**src/pic_pkg.sv**
```systemverilog
`default_nettype none

package pic_pkg;

   localparam int SAMPLE_W = 12;
   localparam int GAIN_W   = 16;
   localparam int BOUND_W  = 29;
   localparam int DUTY_W   = 16;
   localparam int INTEG_W  = 30;
   localparam int PROD_W   = GAIN_W + SAMPLE_W;   // 28
   localparam int TERM_W   = PROD_W + 1;          // signed difference of two products
   localparam int SUM_W    = INTEG_W + 1;         // integrator plus a term, full precision
   localparam int SHIFT    = 16;
   localparam int ADDR_W   = 5;
   localparam int DATA_W   = 32;

   // register indexes
   localparam logic [2:0] REG_SETPOINT    = 3'd0;
   localparam logic [2:0] REG_KI_SP       = 3'd1;
   localparam logic [2:0] REG_KI_ADC      = 3'd2;
   localparam logic [2:0] REG_KP_SP       = 3'd3;
   localparam logic [2:0] REG_KP_ADC      = 3'd4;
   localparam logic [2:0] REG_INTEG_BOUND = 3'd5;
   localparam logic [2:0] REG_DUTY_UPPER  = 3'd6;
   localparam logic [2:0] REG_DUTY_LOWER  = 3'd7;

   // reset values
   localparam logic [SAMPLE_W-1:0] RST_SETPOINT    = 12'd0;
   localparam logic [GAIN_W-1:0]   RST_KI_SP       = 16'd569;
   localparam logic [GAIN_W-1:0]   RST_KI_ADC      = 16'd9;
   localparam logic [GAIN_W-1:0]   RST_KP_SP       = 16'd27314;
   localparam logic [GAIN_W-1:0]   RST_KP_ADC      = 16'd440;
   localparam logic [BOUND_W-1:0]  RST_INTEG_BOUND = 29'd50000000;
   localparam logic [DUTY_W-1:0]   RST_DUTY_UPPER  = 16'd400;
   localparam logic [DUTY_W-1:0]   RST_DUTY_LOWER  = 16'd110;

   typedef struct packed {
      logic [SAMPLE_W-1:0] setpoint;
      logic [GAIN_W-1:0]   ki_sp;
      logic [GAIN_W-1:0]   ki_adc;
      logic [GAIN_W-1:0]   kp_sp;
      logic [GAIN_W-1:0]   kp_adc;
      logic [BOUND_W-1:0]  integ_bound;
      logic [DUTY_W-1:0]   duty_upper;
      logic [DUTY_W-1:0]   duty_lower;
   } cfg_type;

   // one queued item: integrator increment and proportional term
   typedef struct packed {
      logic [TERM_W-1:0] term_i;
      logic [TERM_W-1:0] term_p;
   } entry_type;

   typedef struct packed {
      logic full;
      logic empty;
   } q_status_type;

endpackage

`default_nettype wire

```
**src/pic_csr.sv**
```systemverilog
`default_nettype none

module pic_csr (
   input  wire logic                      clock,
   input  wire logic                      reset,
   input  wire logic                      psel,
   input  wire logic                      penable,
   input  wire logic                      pwrite,
   input  wire logic [pic_pkg::ADDR_W-1:0] paddr,
   input  wire logic [pic_pkg::DATA_W-1:0] pwdata,
   output logic      [pic_pkg::DATA_W-1:0] prdata,
   output logic                           pready,
   output pic_pkg::cfg_type               cfg
);

   pic_pkg::cfg_type cfg_ff, cfg_in;
   logic [2:0]       index;
   logic             wr_en;

   assign pready = 1'b1;
   assign index  = paddr[4:2];
   assign wr_en  = psel && penable && pwrite;
   assign cfg    = cfg_ff;

   always_comb begin
      cfg_in = cfg_ff;
      if (wr_en) begin
         case (index)
            pic_pkg::REG_SETPOINT:    cfg_in.setpoint    = pwdata[pic_pkg::SAMPLE_W-1:0];
            pic_pkg::REG_KI_SP:       cfg_in.ki_sp       = pwdata[pic_pkg::GAIN_W-1:0];
            pic_pkg::REG_KI_ADC:      cfg_in.ki_adc      = pwdata[pic_pkg::GAIN_W-1:0];
            pic_pkg::REG_KP_SP:       cfg_in.kp_sp       = pwdata[pic_pkg::GAIN_W-1:0];
            pic_pkg::REG_KP_ADC:      cfg_in.kp_adc      = pwdata[pic_pkg::GAIN_W-1:0];
            pic_pkg::REG_INTEG_BOUND: cfg_in.integ_bound = pwdata[pic_pkg::BOUND_W-1:0];
            pic_pkg::REG_DUTY_UPPER:  cfg_in.duty_upper  = pwdata[pic_pkg::DUTY_W-1:0];
            pic_pkg::REG_DUTY_LOWER:  cfg_in.duty_lower  = pwdata[pic_pkg::DUTY_W-1:0];
            default:                  cfg_in = cfg_ff;
         endcase
      end
   end

   always_comb begin
      case (index)
         pic_pkg::REG_SETPOINT:    prdata = {20'd0, cfg_ff.setpoint};
         pic_pkg::REG_KI_SP:       prdata = {16'd0, cfg_ff.ki_sp};
         pic_pkg::REG_KI_ADC:      prdata = {16'd0, cfg_ff.ki_adc};
         pic_pkg::REG_KP_SP:       prdata = {16'd0, cfg_ff.kp_sp};
         pic_pkg::REG_KP_ADC:      prdata = {16'd0, cfg_ff.kp_adc};
         pic_pkg::REG_INTEG_BOUND: prdata = {3'd0, cfg_ff.integ_bound};
         pic_pkg::REG_DUTY_UPPER:  prdata = {16'd0, cfg_ff.duty_upper};
         pic_pkg::REG_DUTY_LOWER:  prdata = {16'd0, cfg_ff.duty_lower};
         default:                  prdata = '0;
      endcase
   end

   always_ff @(posedge clock) begin
      if (reset) begin
         cfg_ff.setpoint    <= pic_pkg::RST_SETPOINT;
         cfg_ff.ki_sp       <= pic_pkg::RST_KI_SP;
         cfg_ff.ki_adc      <= pic_pkg::RST_KI_ADC;
         cfg_ff.kp_sp       <= pic_pkg::RST_KP_SP;
         cfg_ff.kp_adc      <= pic_pkg::RST_KP_ADC;
         cfg_ff.integ_bound <= pic_pkg::RST_INTEG_BOUND;
         cfg_ff.duty_upper  <= pic_pkg::RST_DUTY_UPPER;
         cfg_ff.duty_lower  <= pic_pkg::RST_DUTY_LOWER;
      end else begin
         cfg_ff <= cfg_in;
      end
   end

endmodule

`default_nettype wire

```
**src/pic_front.sv**
```systemverilog
`default_nettype none

// Accepts a sample and forms both gain differences for the back end.
module pic_front (
   input  wire logic                        req_valid,
   input  wire logic [pic_pkg::SAMPLE_W-1:0] req_adc_sample,
   input  wire pic_pkg::cfg_type            cfg,
   input  wire pic_pkg::q_status_type       q_status,
   output logic                             req_stall,
   output logic                             push,
   output pic_pkg::entry_type               entry
);

   localparam int PROD_W = pic_pkg::PROD_W;

   logic [PROD_W-1:0] ki_sp_prod, ki_adc_prod, kp_sp_prod, kp_adc_prod;

   assign req_stall = q_status.full;
   assign push      = req_valid && !q_status.full;

   always_comb begin
      ki_sp_prod   = PROD_W'(cfg.ki_sp)  * PROD_W'(cfg.setpoint);
      ki_adc_prod  = PROD_W'(cfg.ki_adc) * PROD_W'(req_adc_sample);
      kp_sp_prod   = PROD_W'(cfg.kp_sp)  * PROD_W'(cfg.setpoint);
      kp_adc_prod  = PROD_W'(cfg.kp_adc) * PROD_W'(req_adc_sample);
      entry.term_i = {1'b0, ki_sp_prod} - {1'b0, ki_adc_prod};
      entry.term_p = {1'b0, kp_sp_prod} - {1'b0, kp_adc_prod};
   end

endmodule

`default_nettype wire

```
**src/pic_queue.sv**
```systemverilog
`default_nettype none

module pic_queue #(
   parameter int DEPTH = 2
) (
   input  wire logic                 clock,
   input  wire logic                 reset,
   input  wire logic                 push,
   input  wire pic_pkg::entry_type   push_entry,
   input  wire logic                 pop,
   output pic_pkg::entry_type        head,
   output pic_pkg::q_status_type     q_status
);

   localparam int PTR_W = (DEPTH > 1) ? $clog2(DEPTH) : 1;
   localparam int CNT_W = $clog2(DEPTH + 1);
   localparam logic [PTR_W-1:0] LAST = PTR_W'(DEPTH - 1);

   pic_pkg::entry_type mem_ff [DEPTH];
   logic [PTR_W-1:0]   wr_ptr_ff, wr_ptr_in, rd_ptr_ff, rd_ptr_in;
   logic [CNT_W-1:0]   count_ff, count_in;

   assign head           = mem_ff[rd_ptr_ff];
   assign q_status.full  = (count_ff == CNT_W'(DEPTH));
   assign q_status.empty = (count_ff == '0);

   always_comb begin
      wr_ptr_in = wr_ptr_ff;
      rd_ptr_in = rd_ptr_ff;
      count_in  = count_ff;
      if (push) begin
         wr_ptr_in = (wr_ptr_ff == LAST) ? '0 : wr_ptr_ff + PTR_W'(1);
      end
      if (pop) begin
         rd_ptr_in = (rd_ptr_ff == LAST) ? '0 : rd_ptr_ff + PTR_W'(1);
      end
      if (push && !pop) begin
         count_in = count_ff + CNT_W'(1);
      end else if (pop && !push) begin
         count_in = count_ff - CNT_W'(1);
      end
   end

   always_ff @(posedge clock) begin
      if (reset) begin
         wr_ptr_ff <= '0;
         rd_ptr_ff <= '0;
         count_ff  <= '0;
      end else begin
         wr_ptr_ff <= wr_ptr_in;
         rd_ptr_ff <= rd_ptr_in;
         count_ff  <= count_in;
      end
   end

   always_ff @(posedge clock) begin
      if (push) begin
         mem_ff[wr_ptr_ff] <= push_entry;
      end
   end

endmodule

`default_nettype wire

```
**src/pic_back.sv**
```systemverilog
`default_nettype none

// Integrator update with clamp, then duty sum, shift and clamp.
module pic_back (
   input  wire logic                           clock,
   input  wire logic                           reset,
   input  wire pic_pkg::cfg_type               cfg,
   input  wire pic_pkg::q_status_type          q_status,
   input  wire pic_pkg::entry_type             head,
   output logic                                pop,
   input  wire logic                           rsp_stall,
   output logic                                rsp_valid,
   output logic [pic_pkg::DUTY_W-1:0]          rsp_duty,
   output logic signed [pic_pkg::INTEG_W-1:0]  rsp_integ_value
);

   localparam int SUM_W  = pic_pkg::SUM_W;
   localparam int INT_W  = pic_pkg::INTEG_W;
   localparam int TERM_W = pic_pkg::TERM_W;
   localparam int SH_W   = SUM_W - pic_pkg::SHIFT;
   localparam int CMP_W  = pic_pkg::DUTY_W + 1;

   logic signed [INT_W-1:0]  integ_ff, integ_in;
   logic                     mid_valid_ff, mid_valid_in;
   logic signed [INT_W-1:0]  mid_integ_ff;
   logic [TERM_W-1:0]        mid_term_p_ff;
   logic                     out_valid_ff, out_valid_in;
   logic [pic_pkg::DUTY_W-1:0] out_duty_ff, out_duty_in;
   logic signed [INT_W-1:0]  out_integ_ff;

   logic signed [SUM_W-1:0]  acc, bound_pos, bound_neg, acc_clamped;
   logic signed [SUM_W-1:0]  duty_sum;
   logic signed [SH_W-1:0]   duty_sh;
   logic signed [CMP_W-1:0]  duty_ext, upper_ext, lower_ext, duty_hi;
   logic                     out_ready, mid_ready, mid_advance;

   assign out_ready   = !out_valid_ff || !rsp_stall;
   assign mid_ready   = !mid_valid_ff || out_ready;
   assign mid_advance = mid_valid_ff && out_ready;
   assign pop         = !q_status.empty && mid_ready;

   // integrator loop: one add and a two-sided clamp
   always_comb begin
      acc       = $signed({integ_ff[INT_W-1], integ_ff})
                + $signed({{(SUM_W-TERM_W){head.term_i[TERM_W-1]}}, head.term_i});
      bound_pos = $signed({{(SUM_W-pic_pkg::BOUND_W){1'b0}}, cfg.integ_bound});
      bound_neg = -bound_pos;
      acc_clamped = acc;
      if (acc > bound_pos) begin
         acc_clamped = bound_pos;
      end
      if (acc_clamped < bound_neg) begin
         acc_clamped = bound_neg;
      end
      integ_in = pop ? acc_clamped[INT_W-1:0] : integ_ff;
   end

   // duty: floor shift by taking the high bits, upper clamp then lower clamp
   always_comb begin
      duty_sum  = $signed({mid_integ_ff[INT_W-1], mid_integ_ff})
                + $signed({{(SUM_W-TERM_W){mid_term_p_ff[TERM_W-1]}}, mid_term_p_ff});
      duty_sh   = duty_sum[SUM_W-1:pic_pkg::SHIFT];
      duty_ext  = $signed({{(CMP_W-SH_W){duty_sh[SH_W-1]}}, duty_sh});
      upper_ext = $signed({1'b0, cfg.duty_upper});
      lower_ext = $signed({1'b0, cfg.duty_lower});
      duty_hi   = (duty_ext > upper_ext) ? upper_ext : duty_ext;
      out_duty_in = (duty_hi < lower_ext) ? cfg.duty_lower : duty_hi[pic_pkg::DUTY_W-1:0];
   end

   always_comb begin
      if (pop) begin
         mid_valid_in = 1'b1;
      end else if (out_ready) begin
         mid_valid_in = 1'b0;
      end else begin
         mid_valid_in = mid_valid_ff;
      end
      if (mid_advance) begin
         out_valid_in = 1'b1;
      end else if (out_ready) begin
         out_valid_in = 1'b0;
      end else begin
         out_valid_in = out_valid_ff;
      end
   end

   always_ff @(posedge clock) begin
      if (reset) begin
         integ_ff     <= '0;
         mid_valid_ff <= 1'b0;
         out_valid_ff <= 1'b0;
      end else begin
         integ_ff     <= integ_in;
         mid_valid_ff <= mid_valid_in;
         out_valid_ff <= out_valid_in;
      end
   end

   always_ff @(posedge clock) begin
      if (pop) begin
         mid_integ_ff  <= acc_clamped[INT_W-1:0];
         mid_term_p_ff <= head.term_p;
      end
      if (mid_advance) begin
         out_duty_ff  <= out_duty_in;
         out_integ_ff <= mid_integ_ff;
      end
   end

   assign rsp_valid       = out_valid_ff;
   assign rsp_duty        = out_duty_ff;
   assign rsp_integ_value = out_integ_ff;

endmodule

`default_nettype wire

```
**src/pi_current_controller_core.sv**
```systemverilog
`default_nettype none

// PI current regulator with anti-windup clamp.
// req channel: one 12-bit ADC sample per item (req_valid / req_stall).
// rsp channel: one item per sample, the clamped duty and the integrator
//   value after that step (rsp_valid / rsp_stall).
// Config: APB-style port, eight registers at byte addresses 0,4,..,28;
//   the user writes them only while no item is in flight (not enforced).
//   pready is tied high. Samples pass the queue, middle and output stages.
// Throughput: one item per cycle while rsp_stall is low. The integrator
//   loop is a single add plus clamp, registered as each item leaves the queue.
// Reset (synchronous): gains and bounds take their default values, the
//   integrator clears to zero, queue and output stages empty.
// Receiver stall: the result holds in the output register, the middle
//   stage and the QUEUE_DEPTH-entry queue take samples until they fill, and
//   req_stall rises only once the queue is full.
module pi_current_controller_core #(
   parameter int QUEUE_DEPTH = 2
) (
   input  wire logic                                clock,
   input  wire logic                                reset,
   // input samples
   input  wire logic                                req_valid,
   output logic                                     req_stall,
   input  wire logic [pic_pkg::SAMPLE_W-1:0]        req_adc_sample,
   // results
   output logic                                     rsp_valid,
   input  wire logic                                rsp_stall,
   output logic [pic_pkg::DUTY_W-1:0]               rsp_duty,
   output logic signed [pic_pkg::INTEG_W-1:0]       rsp_integ_value,
   // configuration
   input  wire logic                                psel,
   input  wire logic                                penable,
   input  wire logic                                pwrite,
   input  wire logic [pic_pkg::ADDR_W-1:0]          paddr,
   input  wire logic [pic_pkg::DATA_W-1:0]          pwdata,
   output logic [pic_pkg::DATA_W-1:0]               prdata,
   output logic                                     pready
);

   pic_pkg::cfg_type      cfg;
   pic_pkg::entry_type    push_entry, head;
   pic_pkg::q_status_type q_status;
   logic                  push, pop;

   pic_csr u_csr (
      .clock   (clock),
      .reset   (reset),
      .psel    (psel),
      .penable (penable),
      .pwrite  (pwrite),
      .paddr   (paddr),
      .pwdata  (pwdata),
      .prdata  (prdata),
      .pready  (pready),
      .cfg     (cfg)
   );

   // front: gain products of the sample, pushed as one queue entry
   pic_front u_front (
      .req_valid      (req_valid),
      .req_adc_sample (req_adc_sample),
      .cfg            (cfg),
      .q_status       (q_status),
      .req_stall      (req_stall),
      .push           (push),
      .entry          (push_entry)
   );

   pic_queue #(
      .DEPTH (QUEUE_DEPTH)
   ) u_queue (
      .clock      (clock),
      .reset      (reset),
      .push       (push),
      .push_entry (push_entry),
      .pop        (pop),
      .head       (head),
      .q_status   (q_status)
   );

   // back: integrator, duty arithmetic, output register
   pic_back u_back (
      .clock           (clock),
      .reset           (reset),
      .cfg             (cfg),
      .q_status        (q_status),
      .head            (head),
      .pop             (pop),
      .rsp_stall       (rsp_stall),
      .rsp_valid       (rsp_valid),
      .rsp_duty        (rsp_duty),
      .rsp_integ_value (rsp_integ_value)
   );

endmodule

`default_nettype wire

```
**config.mk**
```make
export PLATFORM = sky130hd
export DESIGN_NAME = pi_current_controller_core
export DESIGN_NICKNAME = d
export VERILOG_FILES = /design/src/pic_pkg.sv /design/src/pic_csr.sv /design/src/pic_front.sv /design/src/pic_queue.sv /design/src/pic_back.sv /design/src/pi_current_controller_core.sv
export SDC_FILE = /design/constraint.sdc
export NUM_CORES = 2
export LEC_CHECK = 0
export BUFFER_PORTS_ARGS = -buffer_cell sky130_fd_sc_hd__buf_2
export CELL_PAD_IN_SITES_DETAIL_PLACEMENT = 1
export CELL_PAD_IN_SITES_GLOBAL_PLACEMENT = 1
export CORE_MARGIN = 2
export CORE_UTILIZATION = 51
export DETAILED_ROUTE_END_ITERATION = 6
export HOLD_SLACK_MARGIN = 0.12
export PLACE_DENSITY = 0.82
export SETUP_SLACK_MARGIN = 0.02
export SLEW_MARGIN = 20
export SYNTH_ARGS = -nofsm -noshare
export SYNTH_HDL_FRONTEND = slang
export SYNTH_HIERARCHICAL = 1
export SYNTH_SLANG_ARGS = --single-unit
```
**constraint.sdc**
```tcl
create_clock -name clock -period 9.49 [get_ports clock]
set_input_delay 1.898 -clock clock [delete_from_list [all_inputs] [get_ports clock]]
set_output_delay 1.898 -clock clock [all_outputs]
set_load 0.005 [all_outputs]
```
Yosys cells after proc, flatten, opt, wreduce, memory -nomap -nowiden
Memories as Yosys holds them, arrays and structs flattened. A register that Yosys moved wholly into a read port is not among the register bits.
Index checks and enable logic that the tools add are counted.
{"block": "word_totals", "regBits": 278, "mem_bits_rw": 116, "out_inout_bits": 81, "elab_cells": 89, "memories": 1}
{"block": "op_classes", "addsub": 9, "multipliers": 4, "order_cmp": 4, "eq_ne": 8, "muxes": 16, "n_reduce_logical": 29}
{"memory": "u_queue.mem_ff", "depth": 2, "width": 58, "read_ports": 1, "rd_ports_with_merged_regs": 1, "write_ports": 1, "line_no": "pic_queue.sv:19", "source": "pic_pkg::entry_type mem_ff [DEPTH];"}
{"operator": "$pmux 32 s8", "count": 1}
{"operator": "$mul 16x12->28", "count": 4}
{"operator": "$add 30x29->31", "count": 2}
{"operator": "$sub 28x28->29", "count": 2}
{"operator": "$gt 31x30->1", "count": 1}
{"operator": "$lt 31x31->1", "count": 1}
{"operator": "$mux 31", "count": 1}
{"operator": "$neg 29->31", "count": 1}
{"operator": "$mux 30", "count": 1}
{"operator": "$gt 15x17->1", "count": 1}
{"operator": "$lt 17x17->1", "count": 1}
{"operator": "$mux 17", "count": 1}
{"operator": "$mux 16", "count": 1}
{"operator": "$reduce_and 2->1", "count": 8}
{"operator": "$eq 3x3->1 const B", "count": 4}
{"operator": "$mux 1", "count": 9}
{"operator": "$logic_and 1x1->1", "count": 7}
{"operator": "$logic_not 1->1", "count": 7}
{"operator": "$eq 3x2->1 const B", "count": 2}
{"operator": "$reduce_bool 2->1", "count": 3}
{"operator": "$mux 2", "count": 2}
{"operator": "$eq 3x1->1 const B", "count": 1}
{"operator": "$logic_not 3->1", "count": 1}
{"operator": "$add 1x1->1 const B", "count": 2}
{"operator": "other kinds (5)", "count": 6}

Depth between registers and ports, before layout
{"block": "logic_depth", "word_depth": 7, "ltp_mapped": 38, "depth_no_buf": 31}

Modules after synthesis
Netlist, hierarchy kept.
{"module": "pic_front", "instances": 1, "cells_each": 2858, "area_each_um2": 25380.6, "seq_area_each_um2": 0.0}
{"module": "pic_back", "instances": 1, "cells_each": 1204, "area_each_um2": 11409.7, "seq_area_each_um2": 3793.6}
{"module": "pic_csr", "instances": 1, "cells_each": 785, "area_each_um2": 6134.6, "seq_area_each_um2": 2742.6}
{"module": "pic_queue", "instances": 1, "cells_each": 202, "area_each_um2": 4464.3, "seq_area_each_um2": 3583.4}

Least setup slack after synthesis
No wires, ideal clock.
{"block": "synth_path", "kind": "input to register", "startpoint": "input port req_adc_sample[0] in the netlist's numbering", "endpoint": "memory u_queue/mem_ff[0][56] in the netlist's numbering, data pin", "setup_ns": 0.265, "arrival_time_ns": 7.536, "t_required_ns": 9.225, "setup_slack_ns": 1.689, "path_stages": 22, "cell_sequence": "clkbuf_1 > nand2_1 > fa_1 > inv_1 > fa_1 > inv_1 > fa_1 > fa_1 > fa_1 > fa_1 > inv_1 > fa_1 > inv_1 > ha_1 > buf_2 > and4_1 > a221oi_1 > o21ai_2 > a221o_1 > nand3_1 > o21ai_1 > xor2_1"}
{"element": "start: declaration", "line_no": "pi_current_controller_core.sv:25", "source": "input wire logic [pic_pkg::SAMPLE_W-1:0] req_adc_sample,"}
{"element": "end: declaration", "line_no": "pic_queue.sv:19"}

==> impl_metrics.prom <==
# TYPE chip_impl_metric gauge
chip_impl_metric{name="holdBufCountCts",unit=""} 0
chip_impl_metric{name="power.density",unit="nW/µm²"} 333
chip_impl_metric{name="synth_adder_area_share",unit="%"} 38.0
chip_impl_info{name="post-synth-top-count-cell",value="sky130_fd_sc_hd__inv_1"} 1
chip_impl_metric{name="globalRouteOverflowTotal",unit=""} 0
chip_impl_info{name="worstSetupEndpointType",value="register"} 1
chip_impl_info{name="ys_top_cells_by_count",value="880 x sky130_fd_sc_hd__inv_1, 749 x sky130_fd_sc_hd__nand2_1, 669 x sky130_fd_sc_hd__fa_1"} 1
chip_impl_metric{name="fin_setup_tns",unit="ps"} 0
chip_impl_metric{name="synth.distinct_cells",unit=""} 108
chip_impl_metric{name="crit_buf_inv",unit=""} 3
chip_impl_metric{name="row_count",unit=""} 111
chip_impl_metric{name="global_route_wire_length_before_repair",unit="µm"} 237000
chip_impl_metric{name="route.vias.total",unit=""} 37100
chip_impl_metric{name="critical-path-max-stage-delay",unit="ps"} 650
chip_impl_metric{name="ir_drop",unit="µV"} 332
chip_impl_metric{name="wl",unit="µm"} 155000
chip_impl_info{name="worst_path_most_repeated_cell",value="sky130_fd_sc_hd__ha_1"} 1
chip_impl_metric{name="synth_enable_flop_cells",unit=""} 221
chip_impl_metric{name="first_global_vias",unit=""} 40900
chip_impl_metric{name="cts_made_buffers",unit=""} 41
chip_impl_metric{name="setup_violations",unit=""} 0
chip_impl_metric{name="maxSlewViolCount",unit=""} 0
chip_impl_metric{name="finalHoldViolations",unit=""} 0
chip_impl_metric{name="power_leakage",unit="nW"} 22.9
chip_impl_metric{name="cp.required",unit="ps"} 9970
chip_impl_metric{name="post_synth_inst_count",unit=""} 5049
chip_impl_metric{name="synth_compound_area_share",unit="%"} 8.76
chip_impl_metric{name="area_growth",unit="%"} 6.51
chip_impl_metric{name="synth-seq-cells",unit=""} 395
chip_impl_metric{name="nNetsFinal",unit=""} 6140
chip_impl_metric{name="worst_slew_pin_slew",unit="ps"} 997
chip_impl_info{name="cpLargestDelayFamily",value="compound AO/OA/AOI/OAI gates"} 1
chip_impl_metric{name="drt_first_pass_iters",unit=""} 5
chip_impl_metric{name="worst_skew_pair.late_latency",unit="ps"} 600
chip_impl_metric{name="die-area",unit="µm²"} 95400
chip_impl_metric{name="timing.final.crit_share",unit="%"} 94.5
chip_impl_metric{name="grt_start_max_net_pins",unit=""} 72
chip_impl_metric{name="slew_headroom",unit="%"} 33.1
chip_impl_metric{name="post_synth.cell_area_avg",unit="µm²"} 9.39
chip_impl_metric{name="clock_path_buffers",unit=""} 3
chip_impl_metric{name="boundaryPins",unit=""} 137
chip_impl_metric{name="gr-usage-all-layers",unit="%"} 32.8
chip_impl_metric{name="synth-simple-area-share",unit="%"} 16.5
chip_impl_metric{name="floorplan.core_area",unit="µm²"} 91900
chip_impl_metric{name="tritoncts_num_sinks",unit=""} 395
chip_impl_info{name="result_of_the_run",value="finished clean"} 1
chip_impl_metric{name="yosysWarnings",unit=""} 6
chip_impl_info{name="setup.worst_path.class",value="register to register"} 1
chip_impl_metric{name="io_buffer_count",unit=""} 127
chip_impl_info{name="critPathLaunchType",value="register"} 1
chip_impl_metric{name="netlist.area_leader.share",unit="%"} 28.3
chip_impl_metric{name="detailed_place_hpwl",unit="µm"} 122000
chip_impl_metric{name="die_height",unit="µm"} 309
chip_impl_metric{name="post_drt_via_cell_ratio",unit=""} 5.87
chip_impl_metric{name="finalHoldWorstSlack",unit="ps"} 458
chip_impl_metric{name="floorplan.initialDensity",unit="%"} 51.5
chip_impl_metric{name="clock_edge_transition_at_the_registers_on_the_reported_setup_and_hold_paths",unit="ps"} 70
chip_impl_info{name="postSynth.topFlopCell",value="sky130_fd_sc_hd__edfxtp_1"} 1
chip_impl_metric{name="remaining_drc_errors",unit=""} 0
chip_impl_metric{name="ys_seq_area_share",unit="%"} 21.4
chip_impl_metric{name="synth.cell_area",unit="µm²"} 47400
chip_impl_metric{name="ctsHtreeMaxLevel",unit=""} 2
chip_impl_info{name="slowest_stage",value="sky130_fd_sc_hd__dfxtp_2"} 1
chip_impl_metric{name="antenna_found_initial",unit=""} 11
chip_impl_metric{name="timing.final.crit_period",unit="ps"} 8970
chip_impl_metric{name="initial_detailed_routing_violation_count",unit=""} 3041
chip_impl_metric{name="worstPathMaxFanout",unit=""} 17
chip_impl_metric{name="clock.fmax",unit="GHz"} 0.112
chip_impl_info{name="rsz0062_at_grt",value="false"} 1
chip_impl_metric{name="asyncSetResetFlopFracSynth",unit="%"} 0
chip_impl_metric{name="maxCapViolCount",unit=""} 0
chip_impl_info{name="cts_root_buf",value="sky130_fd_sc_hd__clkbuf_16"} 1
chip_impl_metric{name="detail-route-antenna-nets",unit=""} 0
chip_impl_info{name="tritoncts_clock_tree",value="done"} 1
chip_impl_metric{name="place_congestion",unit=""} 0.991
chip_impl_metric{name="wl_per_instance",unit="µm"} 24.6
chip_impl_metric{name="die_w",unit="µm"} 309
chip_impl_metric{name="worst_clock_skew",unit="ps"} 26.9
chip_impl_info{name="main_combinational_cell_family_by_area_after_synthesis",value="adder cells"} 1
chip_impl_info{name="synth_area_leaders",value="sky130_fd_sc_hd__fa_1 28%, sky130_fd_sc_hd__edfxtp_1 14%, sky130_fd_sc_hd__ha_1 9.7%, sky130_fd_sc_hd__dfxtp_1 7.4%, sky130_fd_sc_hd__inv_1 7.0%"} 1
chip_impl_info{name="yosysTopAreaCell",value="sky130_fd_sc_hd__fa_1"} 1
chip_impl_metric{name="synthMuxAreaShare",unit="%"} 3.83
chip_impl_metric{name="drive_gt1_share",unit="%"} 8.39
chip_impl_metric{name="worst-endpoint-arrival",unit="ps"} 9450
chip_impl_info{name="hold_path_class",value="register to register"} 1
chip_impl_metric{name="synthXorXnorAreaFrac",unit="%"} 2.13
[power breakdown]
| part | internal [mW] | total, mW | leakage [nW] | switching [mW] |
|---|---|---|---|---|
| clock | 0.911 | 1.66 | 0.637 | 0.745 |
| sequential | 2.91 | 3.25 | 3.47 | 0.342 |
| combinational | 4.54 | 11.9 | 18.8 | 7.38 |
[final timing paths]
kind	depth (start not counted)	start	slack, ps	endpoint
max reg2reg	29	register	520	u_back/integ_ff[17]
min reg2reg	0	u_back/mid_integ_ff[10]	460	u_back/rsp_integ_value[10]
min	0	u_back/mid_integ_ff[10]	460	u_back/rsp_integ_value[10]
max	29	register	520	u_back/integ_ff[17]
[cell type report]
type                    count  area (µm²)
flip-flops and latches    395       10100
clock buffers              45        1040
fillers                 10500       41500
inverters                 882        3320
clock inverters            29         283
multi-input cells        3514       32800
repair buffers            213        1310
diodes                      2        5.00
well taps                1243        1560
[registers in the layout, summed over array words and instances, names as in the netlist, 2 cells and up, named ones only]
name	count
u_queue/mem_ff	116
u_csr/cfg	137
u_back/mid_term_p_ff	29
u_back/integ_ff	30
u_queue/count_ff	2
u_back/rsp_integ_value	30
u_back/rsp_duty	16
u_back/mid_integ_ff	30
[layer usage]
metal / track usage (%) / wire (µm) / part of all wire, % / vias to the layer above
met1: 42.1 / 62100 / 40 / 19200
li1: - / - / - / 16000
met4: 14.7 / 7960 / 5.1 / 8
met3: 4.35 / 10700 / 6.9 / 387
met5: 0 / 59 / 0.038 / -
met2: 55.4 / 74600 / 48 / 1455
[metrics by stage]
stage	instance area (µm²)	power [mW]	setup slack [ps]	util (%)	instances
after floorplan	47400	10.7	1690	-	5051
after global placement	49100	14.2	605	53.4	6239
after detailed placement	49100	14.8	337	53.4	6239
after CTS	50400	16.5	205	54.8	6313
after global routing	50500	17.9	49.7	54.9	6321
final	50500	16.8	524	54.9	6323
[logic make-up (layout without fill, tap and decap cells)]
logic type      after synthesis  in the layout
simple gates               1588           1588
xor+xnor                    115            115
other cells                   2              6
mux                         154            154
flops                       395            395
compound gates              616            616
fa+ha+maj                  1037           1037
buf+inv                    1142           1169
[cell usage in the layout, fill, tap and decap left out, drive strengths merged, types with 43 or more instances in the layout]
cell	count
a21oi	223
mux2	100
nand2	753
and2	437
nor3	43
nor2	129
o21ai	112
buf	213
a21o	47
ha	368
mux2i	51
dfxtp	174
edfxtp	221
clkbuf	45
inv	883
fa	669
nand3	45
xnor2	78
[repair_timing]
item	CTS	global route
gates resized for setup	0	1
buffers inserted	0	8
endpoints found under the setup margin	0	46
Power figures use the tool's default switching activity.
